$ cat src/hdl/crdr_pkg.sv
// Shared constants and command type for the colour range damage ratio block.
package crdr_pkg;

  localparam int unsigned CH_W    = 8;
  localparam int unsigned PCT_W   = 7;
  localparam int unsigned GRADE_W = 2;
  localparam int unsigned CNT_W   = 23;
  localparam int unsigned TOT_W   = CNT_W + 1;
  localparam int unsigned QUO_W   = PCT_W;
  // Quotient never exceeds 100, so seven restoring steps are enough.
  localparam int unsigned DIV_STEPS = QUO_W;
  localparam int unsigned STEP_W    = $clog2(DIV_STEPS);
  // Dividend is damaged * 100, which stays below 2^30.
  localparam int unsigned REM_W   = CNT_W + 7;
  localparam int unsigned CFG_IDX_W  = 3;
  localparam int unsigned CFG_DATA_W = 8;

  localparam logic [CNT_W-1:0]   COUNT_MAX    = '1;
  localparam logic [CH_W-1:0]    MASK_IN      = 8'd255;
  localparam logic [CH_W-1:0]    MASK_OUT     = 8'd0;
  localparam logic [CH_W-1:0]    MASK_DAMAGED = 8'd120;
  localparam logic [CH_W-1:0]    LOWER_RESET  = 8'd0;
  localparam logic [CH_W-1:0]    UPPER_RESET  = 8'd255;
  localparam logic [PCT_W-1:0]   HIGH_RESET   = 7'd50;
  localparam logic [PCT_W-1:0]   LOW_RESET    = 7'd30;
  localparam logic [GRADE_W-1:0] GRADE_LIGHT  = 2'd0;
  localparam logic [GRADE_W-1:0] GRADE_MIDDLE = 2'd1;
  localparam logic [GRADE_W-1:0] GRADE_SEVERE = 2'd2;

  typedef enum logic [CFG_IDX_W-1:0] {
    CFG_LOWER_CH0 = 3'd0,
    CFG_LOWER_CH1 = 3'd1,
    CFG_LOWER_CH2 = 3'd2,
    CFG_UPPER_CH0 = 3'd3,
    CFG_UPPER_CH1 = 3'd4,
    CFG_UPPER_CH2 = 3'd5,
    CFG_GRADE_HI  = 3'd6,
    CFG_GRADE_LO  = 3'd7
  } cfg_idx_e;

  typedef struct packed {
    logic pix_accept;  // a pixel transfer happens this cycle
    logic out_pixel;   // load the output register with a plain pixel result
    logic load_rem;    // prepare dividend and divisor
    logic div_step;    // one restoring division step
    logic sum_load;    // load the output register with the frame summary
  } cmd_t;

endpackage

$ cat src/hdl/crdr_ctrl.sv
// Controller state machine: handshakes, division sequencing and output valid.
module crdr_ctrl (
  input  logic          clk_i,
  input  logic          rst_ni,
  input  logic          in_valid_i,
  input  logic          in_frame_last_i,
  output logic          in_ready_o,
  output logic          out_valid_o,
  input  logic          out_ready_i,
  output crdr_pkg::cmd_t cmd_o
);

  typedef enum logic [1:0] {
    ST_IDLE,
    ST_LOAD,
    ST_DIV,
    ST_WAIT
  } state_e;

  state_e                      state_q;
  logic [crdr_pkg::STEP_W-1:0] step_q;
  logic                        out_valid_q;
  logic                        out_valid_d;
  logic                        out_free;
  logic                        accept;

  assign out_free   = !out_valid_q || out_ready_i;
  assign in_ready_o = (state_q == ST_IDLE) && out_free;
  assign accept     = in_valid_i && in_ready_o;
  assign out_valid_o = out_valid_q;

  // The output register fills on a plain pixel or on the summary, and
  // otherwise empties once its transfer has gone.
  assign out_valid_d = (accept && !in_frame_last_i) ||
                       ((state_q == ST_WAIT) && out_free) ||
                       (out_valid_q && !out_ready_i);

  always_comb begin
    cmd_o            = '0;
    cmd_o.pix_accept = accept;
    cmd_o.out_pixel  = accept && !in_frame_last_i;
    cmd_o.load_rem   = (state_q == ST_LOAD);
    cmd_o.div_step   = (state_q == ST_DIV);
    cmd_o.sum_load   = (state_q == ST_WAIT) && out_free;
  end

  always_ff @(posedge clk_i or negedge rst_ni) begin
    if (!rst_ni) begin
      state_q     <= ST_IDLE;
      step_q      <= '0;
      out_valid_q <= 1'b0;
    end else begin
      out_valid_q <= out_valid_d;
      unique case (state_q)
        ST_IDLE: begin
          if (accept && in_frame_last_i) begin
            state_q <= ST_LOAD;
          end
        end
        ST_LOAD: begin
          step_q  <= crdr_pkg::STEP_W'(crdr_pkg::DIV_STEPS - 1);
          state_q <= ST_DIV;
        end
        ST_DIV: begin
          if (step_q == '0) begin
            state_q <= ST_WAIT;
          end else begin
            step_q <= step_q - 1'b1;
          end
        end
        ST_WAIT: begin
          if (out_free) begin
            state_q <= ST_IDLE;
          end
        end
        default: state_q <= ST_IDLE;
      endcase
    end
  end

endmodule

$ cat src/hdl/crdr_dp.sv
// Datapath: configuration, range test, counters, restoring divider and output register.
module crdr_dp (
  input  logic                              clk_i,
  input  logic                              rst_ni,
  input  logic                              cfg_we_i,
  input  logic [crdr_pkg::CFG_IDX_W-1:0]    cfg_idx_i,
  input  logic [crdr_pkg::CFG_DATA_W-1:0]   cfg_data_i,
  input  logic [crdr_pkg::CH_W-1:0]         pix_ch0_i,
  input  logic [crdr_pkg::CH_W-1:0]         pix_ch1_i,
  input  logic [crdr_pkg::CH_W-1:0]         pix_ch2_i,
  input  logic                              frame_first_i,
  input  crdr_pkg::cmd_t                    cmd_i,
  output logic [crdr_pkg::CH_W-1:0]         mask_value_o,
  output logic                              summary_valid_o,
  output logic [crdr_pkg::PCT_W-1:0]        damage_pct_o,
  output logic [crdr_pkg::GRADE_W-1:0]      grade_o,
  output logic                              empty_count_o
);

  localparam int unsigned COL_W = 3 * crdr_pkg::CH_W;

  logic [crdr_pkg::CH_W-1:0]  lo0_q, lo1_q, lo2_q, up0_q, up1_q, up2_q;
  logic [crdr_pkg::PCT_W-1:0] hi_pct_q, lo_pct_q;
  logic [COL_W-1:0]           bg_q;
  logic [crdr_pkg::CNT_W-1:0] dmg_q, good_q;

  logic [crdr_pkg::CNT_W-1:0] dvd_q;
  logic [crdr_pkg::TOT_W-1:0] tot_q;
  logic [crdr_pkg::REM_W-1:0] rem_q, dsr_q;
  logic [crdr_pkg::QUO_W-1:0] quo_q;
  logic                       empty_q;
  logic [crdr_pkg::CH_W-1:0]  mask_pend_q;

  logic [crdr_pkg::CH_W-1:0]    mask_q;
  logic                         sum_valid_q;
  logic [crdr_pkg::PCT_W-1:0]   pct_q;
  logic [crdr_pkg::GRADE_W-1:0] grade_q;
  logic                         empty_out_q;

  logic [COL_W-1:0]           colour, bg_eff;
  logic [crdr_pkg::CNT_W-1:0] dmg_base, good_base, dmg_new, good_new;
  logic                       in_range, differs;
  logic [crdr_pkg::CH_W-1:0]  mask;
  logic [crdr_pkg::PCT_W-1:0] pct;
  logic [crdr_pkg::GRADE_W-1:0] grade;
  logic                       rem_ge;

  always_comb begin
    colour    = {pix_ch2_i, pix_ch1_i, pix_ch0_i};
    bg_eff    = frame_first_i ? colour : bg_q;
    dmg_base  = frame_first_i ? '0 : dmg_q;
    good_base = frame_first_i ? '0 : good_q;
    in_range  = (pix_ch0_i >= lo0_q) && (pix_ch0_i <= up0_q) &&
                (pix_ch1_i >= lo1_q) && (pix_ch1_i <= up1_q) &&
                (pix_ch2_i >= lo2_q) && (pix_ch2_i <= up2_q);
    differs   = (colour != bg_eff);
    dmg_new   = dmg_base;
    good_new  = good_base;
    mask      = in_range ? crdr_pkg::MASK_IN : crdr_pkg::MASK_OUT;
    if (differs) begin
      if (in_range) begin
        if (good_base != crdr_pkg::COUNT_MAX) begin
          good_new = good_base + 1'b1;
        end
      end else begin
        if (dmg_base != crdr_pkg::COUNT_MAX) begin
          dmg_new = dmg_base + 1'b1;
        end
        mask = crdr_pkg::MASK_DAMAGED;
      end
    end
  end

  assign rem_ge = (rem_q >= dsr_q);

  always_comb begin
    pct = empty_q ? '0 : quo_q;
    if (pct > hi_pct_q) begin
      grade = crdr_pkg::GRADE_SEVERE;
    end else if (pct < lo_pct_q) begin
      grade = crdr_pkg::GRADE_LIGHT;
    end else begin
      grade = crdr_pkg::GRADE_MIDDLE;
    end
  end

  // Configuration registers and frame state.
  always_ff @(posedge clk_i or negedge rst_ni) begin
    if (!rst_ni) begin
      lo0_q    <= crdr_pkg::LOWER_RESET;
      lo1_q    <= crdr_pkg::LOWER_RESET;
      lo2_q    <= crdr_pkg::LOWER_RESET;
      up0_q    <= crdr_pkg::UPPER_RESET;
      up1_q    <= crdr_pkg::UPPER_RESET;
      up2_q    <= crdr_pkg::UPPER_RESET;
      hi_pct_q <= crdr_pkg::HIGH_RESET;
      lo_pct_q <= crdr_pkg::LOW_RESET;
      bg_q     <= '0;
      dmg_q    <= '0;
      good_q   <= '0;
    end else begin
      if (cfg_we_i) begin
        unique case (crdr_pkg::cfg_idx_e'(cfg_idx_i))
          crdr_pkg::CFG_LOWER_CH0: lo0_q    <= cfg_data_i;
          crdr_pkg::CFG_LOWER_CH1: lo1_q    <= cfg_data_i;
          crdr_pkg::CFG_LOWER_CH2: lo2_q    <= cfg_data_i;
          crdr_pkg::CFG_UPPER_CH0: up0_q    <= cfg_data_i;
          crdr_pkg::CFG_UPPER_CH1: up1_q    <= cfg_data_i;
          crdr_pkg::CFG_UPPER_CH2: up2_q    <= cfg_data_i;
          crdr_pkg::CFG_GRADE_HI:  hi_pct_q <= cfg_data_i[crdr_pkg::PCT_W-1:0];
          crdr_pkg::CFG_GRADE_LO:  lo_pct_q <= cfg_data_i[crdr_pkg::PCT_W-1:0];
          default: ;
        endcase
      end
      if (cmd_i.pix_accept) begin
        if (frame_first_i) begin
          bg_q <= colour;
        end
        if (cmd_i.out_pixel) begin
          dmg_q  <= dmg_new;
          good_q <= good_new;
        end else begin
          // Last pixel of the frame: counts restart after the summary.
          dmg_q  <= '0;
          good_q <= '0;
        end
      end
    end
  end

  // Divider and output payload; no reset needed.
  always_ff @(posedge clk_i) begin
    if (cmd_i.pix_accept && !cmd_i.out_pixel) begin
      dvd_q       <= dmg_new;
      tot_q       <= crdr_pkg::TOT_W'(dmg_new) + crdr_pkg::TOT_W'(good_new);
      mask_pend_q <= mask;
    end
    if (cmd_i.load_rem) begin
      // damaged * 100 as (d << 6) + (d << 5) + (d << 2).
      rem_q   <= (crdr_pkg::REM_W'(dvd_q) << 6) + (crdr_pkg::REM_W'(dvd_q) << 5) +
                 (crdr_pkg::REM_W'(dvd_q) << 2);
      dsr_q   <= crdr_pkg::REM_W'(tot_q) << (crdr_pkg::DIV_STEPS - 1);
      empty_q <= (tot_q == '0);
      quo_q   <= '0;
    end
    if (cmd_i.div_step) begin
      if (rem_ge) begin
        rem_q <= rem_q - dsr_q;
      end
      quo_q <= {quo_q[crdr_pkg::QUO_W-2:0], rem_ge};
      dsr_q <= dsr_q >> 1;
    end
    if (cmd_i.out_pixel) begin
      mask_q      <= mask;
      sum_valid_q <= 1'b0;
      pct_q       <= '0;
      grade_q     <= crdr_pkg::GRADE_LIGHT;
      empty_out_q <= 1'b0;
    end else if (cmd_i.sum_load) begin
      mask_q      <= mask_pend_q;
      sum_valid_q <= 1'b1;
      pct_q       <= pct;
      grade_q     <= grade;
      empty_out_q <= empty_q;
    end
  end

  assign mask_value_o    = mask_q;
  assign summary_valid_o = sum_valid_q;
  assign damage_pct_o    = pct_q;
  assign grade_o         = grade_q;
  assign empty_count_o   = empty_out_q;

endmodule

$ cat src/hdl/color_range_damage_ratio.sv
// Top level of the colour range damage ratio block.
// Each pixel transfer is judged against the configured per-channel bounds and
// the background colour latched from the frame's first pixel, and gives one
// result transfer carrying its mask value. Ordinary pixels are taken one per
// cycle while results are taken, with the output register decoupling the two
// sides. The last pixel of a frame starts the summary: a load state forms
// damaged*100 and the divisor, then a restoring divider produces the
// percentage one quotient bit per cycle, and a wait state hands the summary
// to the output register once the previous result is taken; only then is the next pixel accepted.
module color_range_damage_ratio (
  input  logic                               clk_i,
  input  logic                               rst_ni,
  input  logic                               cfg_we_i,
  input  logic [crdr_pkg::CFG_IDX_W-1:0]     cfg_idx_i,
  input  logic [crdr_pkg::CFG_DATA_W-1:0]    cfg_data_i,
  input  logic                               in_valid_i,
  output logic                               in_ready_o,
  input  logic [crdr_pkg::CH_W-1:0]          pix_ch0_i,
  input  logic [crdr_pkg::CH_W-1:0]          pix_ch1_i,
  input  logic [crdr_pkg::CH_W-1:0]          pix_ch2_i,
  input  logic                               frame_first_i,
  input  logic                               frame_last_i,
  output logic                               out_valid_o,
  input  logic                               out_ready_i,
  output logic [crdr_pkg::CH_W-1:0]          mask_value_o,
  output logic                               summary_valid_o,
  output logic [crdr_pkg::PCT_W-1:0]         damage_pct_o,
  output logic [crdr_pkg::GRADE_W-1:0]       grade_o,
  output logic                               empty_count_o
);

  crdr_pkg::cmd_t cmd;

  crdr_ctrl u_ctrl (
    .clk_i           (clk_i),
    .rst_ni          (rst_ni),
    .in_valid_i      (in_valid_i),
    .in_frame_last_i (frame_last_i),
    .in_ready_o      (in_ready_o),
    .out_valid_o     (out_valid_o),
    .out_ready_i     (out_ready_i),
    .cmd_o           (cmd)
  );

  crdr_dp u_dp (
    .clk_i           (clk_i),
    .rst_ni          (rst_ni),
    .cfg_we_i        (cfg_we_i),
    .cfg_idx_i       (cfg_idx_i),
    .cfg_data_i      (cfg_data_i),
    .pix_ch0_i       (pix_ch0_i),
    .pix_ch1_i       (pix_ch1_i),
    .pix_ch2_i       (pix_ch2_i),
    .frame_first_i   (frame_first_i),
    .cmd_i           (cmd),
    .mask_value_o    (mask_value_o),
    .summary_valid_o (summary_valid_o),
    .damage_pct_o    (damage_pct_o),
    .grade_o         (grade_o),
    .empty_count_o   (empty_count_o)
  );

endmodule
$ cat config.mk
export PLATFORM = sky130hd
export DESIGN_NAME = color_range_damage_ratio
export DESIGN_NICKNAME = d
export VERILOG_FILES = /design/src/hdl/crdr_pkg.sv /design/src/hdl/crdr_ctrl.sv /design/src/hdl/crdr_dp.sv /design/src/hdl/color_range_damage_ratio.sv
export SDC_FILE = /design/constraint.sdc
export NUM_CORES = 1
export LEC_CHECK = 0
export BUFFER_PORTS_ARGS = -buffer_cell sky130_fd_sc_hd__clkbuf_2
export CAP_MARGIN = 25
export CORE_MARGIN = 4
export CORE_UTILIZATION = 45
export CTS_CLUSTER_SIZE = 20
export DETAILED_ROUTE_END_ITERATION = 7
export PLACE_DENSITY = 0.7
export SLEW_MARGIN = 20
export SYNTH_ARGS = -nofsm -noshare
export SYNTH_HDL_FRONTEND = slang
export SYNTH_SLANG_ARGS = --single-unit
$ cat constraint.sdc
create_clock -name clk_i -period 6.38 [get_ports clk_i]
set_clock_uncertainty 0.2 [all_clocks]
set_input_delay 0 -clock clk_i [delete_from_list [all_inputs] [get_ports clk_i]]
set_output_delay 0 -clock clk_i [all_outputs]
set_load 0.03 [all_outputs]
==> flow_summary.yaml <==
cts:
  clock-sinks: 268
  cts-root-buf: "clkbuf_16"
  cts.path.max_buffers: 3
  cts_tree: "built"
  postCtsSetupBuffers: 0
  ctsHtreeMaxLevel: 1
  clk_pin_slew_ns: 0.06
  numCtsBuffers: 30
  cts_resized: 0
  clk_latency_ns: 0.57
detailed_routing:
  viasPerCell: 5.50
  ant_nets: 0
  routedWlPerCell_um: 17.8
  drc: 0
  dr.pass1.iters: 5
  finalWirelength_um: 41800
  num_vias: 12897
  drtIter0Drc: 718
place:
  place.gp.congestion: 0.861
  dp_hpwl_um: 29700
  port_buffers: 62
  place_inst: 2230
final_layout:
  layout.cells.most_common: "ha_1"
  mostFrequentLayoutCells: "ha_1 (144), nand2_1 (128), inv_1 (123)"
  stdcell_count: 2347
  fillers: 3242
  nets: 2020
  drive_gt1_share_pct: 15.4
  area_growth_pct: 14.5
timing:
  whs_ns: 0.0901
  worstMarginPinSlew_ns: 0.802
  maxSlewHeadroom_pct: 45.2
  grt_setup_unrepaired: "false"
  fmax_mhz: 173
  finalMaxSlewViolations: 0
  hold_viol: 0
  fin_crit_ns: 5.79
  finalCritPeriodShare_pct: 90.8
  fin_setup_tns_ns: 0
  finalSetupViolations: 0
worst_hold_path:
  whs_path_depth: 2
  hp-start: "frame_first_i"
  min_path_type: "in -> reg"
  hold_end: "u_dp.dmg_q[21]"
floorplanning:
  io_pins: 63
  core-area_um2: 37800
  die_w_um: 204
  core.rowCount: 71
  die-area_um2: 41600
  initial_core_util_pct: 45.8
  die_y_um: 204
yosys:
  synth_edf_count: 88
  yosysSeqAreaShare_pct: 40.4
  ys_seq_elements: 268
  ys_types: 89
  ys_warn_count: 0
  yosys_most_used_dff: "dfrtp_1"
  syn_area_per_cell_um2: 10.2
  synthArstFlopShare_pct: 51.5
  synthesis.nets: 1902
  syn_inst: 1693
  synthesis.area_um2: 17300
global_routing:
  grt_pass1_vias: 13124
  grtUsageTotal_pct: 20.0
  grt_max_degree: 64
  grt_overflow: 0
  grt_pass1_wl_um: 68200
  antenna_found_initial: 1
setup_path:
  critical-path-max-stage-delay_ns: 0.43
  cp.arrival_ns: 5.97
  reg2reg_from: "u_dp.lo2_q[4]"
  rrSetupSlack_ns: 0.59
  cp_max_fo: 8
  crit_required_ns: 6.56
  ff2ff_path_depth: 24
  end_kind: "register"
  r2r_end: "u_dp.tot_q[22]"
  startpoint: "u_dp.lo2_q[4]"
  cp-start-kind: "register"
  worst-setup-path-type: "reg -> reg"
  cpMaxStageDelayCell: "or3_1"
  crit_chain: "inv_1 -> ha_1 -> a21o_1 -> a2111oi_2 -> o21ai_1 -> o311a_1 -> nand4_4 -> or2_2 -> and3_1 -> nand2_1 -> or3_1 -> or3_1 -> a21oi_1 -> ha_1 -> a21o_1 -> a21o_1 -> a21oi_1 -> nor2_1 -> o21a_1 -> o21ai_0 -> nand2b_1 -> a21oi_1 -> o21ai_0 -> a311oi_1"
power:
  leakage_nw: 8.44
  finalPower_mw: 8.33
  power.density_nw_per_um2: 421
  irDropWorstVdd_mv: 0.234
flow_run:
  cap_viol_max_count: 0
status:
  outcome: "completed"
-- logic make-up (layout without fill, tap and decap cells) --
group           after synthesis  count (layout)  share of synthesized area (%)
fa+ha+maj                   169             169                           13.2
buf+inv                     178             320                           4.08
xor+xnor                    119             119                           6.03
simple gates                468             468                           14.3
other cells                   0               1                              0
compound gates              346             346                           12.9
flops                       268             268                           40.4
mux                         145             145                           9.08
-- routing by layer --
metal  vias to the layer above  wire length [µm]  global-route usage, %
met5                         -                 0                      0
met4                         0              1430                   6.96
met3                        83              1690                   2.89
met2                       265             19800                   33.1
met1                      6259             18800                   26.9
li1                       6290                 -                      -
-- worst max-delay path, delay by kind of cell, from the launching register on --
family	cells	cell delay, ns
buffers and inverters	1	0.08
AOI/OAI and AO/OA	13	2.57
DFF	1	0.37
adders and majority gates	2	0.61
and+or+nand+nor	8	1.77
-- where the power goes --
| part | internal, mW | switching (mW) | total [mW] |
|---|---|---|---|
| Sequential | 2.40 | 0.308 | 2.71 |
| Combinational | 1.67 | 2.18 | 3.85 |
| Clock | 1.04 | 0.737 | 1.77 |
-- area by class of cell --
type / instances / area, µm² / share of cell area, %
antenna: 1 / 2.50 / 0.0126
clock buffer: 38 / 822 / 4.15
clock inverter: 18 / 184 / 0.929
inverter: 127 / 477 / 2.41
multi-input combinational: 1247 / 9620 / 48.6
sequential: 268 / 6980 / 35.2
tap: 511 / 639 / 3.23
timing repair buffer: 137 / 1080 / 5.44
-- worst max path at each step --
stage / to / slack [ns] / cells past startpoint
finish: u_dp.tot_q[22] / 0.59 / 24
global route: u_dp.tot_q[22] / 0.17 / 24
CTS: u_dp.tot_q[22] / 0.65 / 24
detailed placement: u_dp.tot_q[22] / 0.70 / 24
global placement: u_dp.tot_q[22] / 0.87 / 24
floorplan: u_dp.tot_q[22] / 1.23 / 25
-- flip-flops by register name, summed over array words and instances (netlist names), 7 cells and up --
name               flops
u_dp.tot_q            24
u_dp.bg_q             24
u_dp.rem_q            30
u_dp.up2_q             8
u_dp.hi_pct_q          7
u_dp.lo_pct_q          7
u_dp.lo1_q             8
u_dp.lo2_q             8
u_dp.dsr_q            30
u_dp.damage_pct_o      7
u_dp.quo_q             7
u_dp.good_q           23
u_dp.up0_q             8
u_dp.dvd_q            23
u_dp.up1_q             8
u_dp.lo0_q             8
u_dp.dmg_q            23
-- cells in the mapped netlist, types with 31 or more instances --
master	n	share of area, %
ha_1	145	10
nand2_1	128	2.8
inv_1	124	2.7
dfrtp_1	107	15
o21ai_0	94	2.7
nor2_1	90	2.0
edfxtp_1	88	15
a21oi_1	87	2.5
mux2_2	82	5.3
xnor2_1	73	3.7
mux2i_1	59	3.4
xor2_1	46	2.3
dfxtp_1	42	4.9
a21o_1	41	1.8
nor2b_1	36	1.3
nand2b_1	34	1.2
clkbuf_1	33	0.72
a22o_1	31	1.6
dfstp_2	31	4.7
-- metrics by stage --
step	area, µm²	util, %	worst slack [ns]
after floorplan	17300	-	1.23
after global placement	18100	48.0	0.866
after detailed placement	18200	48.1	0.701
after CTS	19800	52.4	0.649
after global routing	19800	52.4	0.173
final	19800	52.4	0.589
-- what timing repair did --
| action | CTS | global route |
|---|---|---|
| endpoints found under the setup margin | 0 | 0 |
| endpoints found under the hold margin | 220 | 0 |
| hold buffers | 59 | 0 |
No activity file was read; power rests on OpenSTA's default activity.
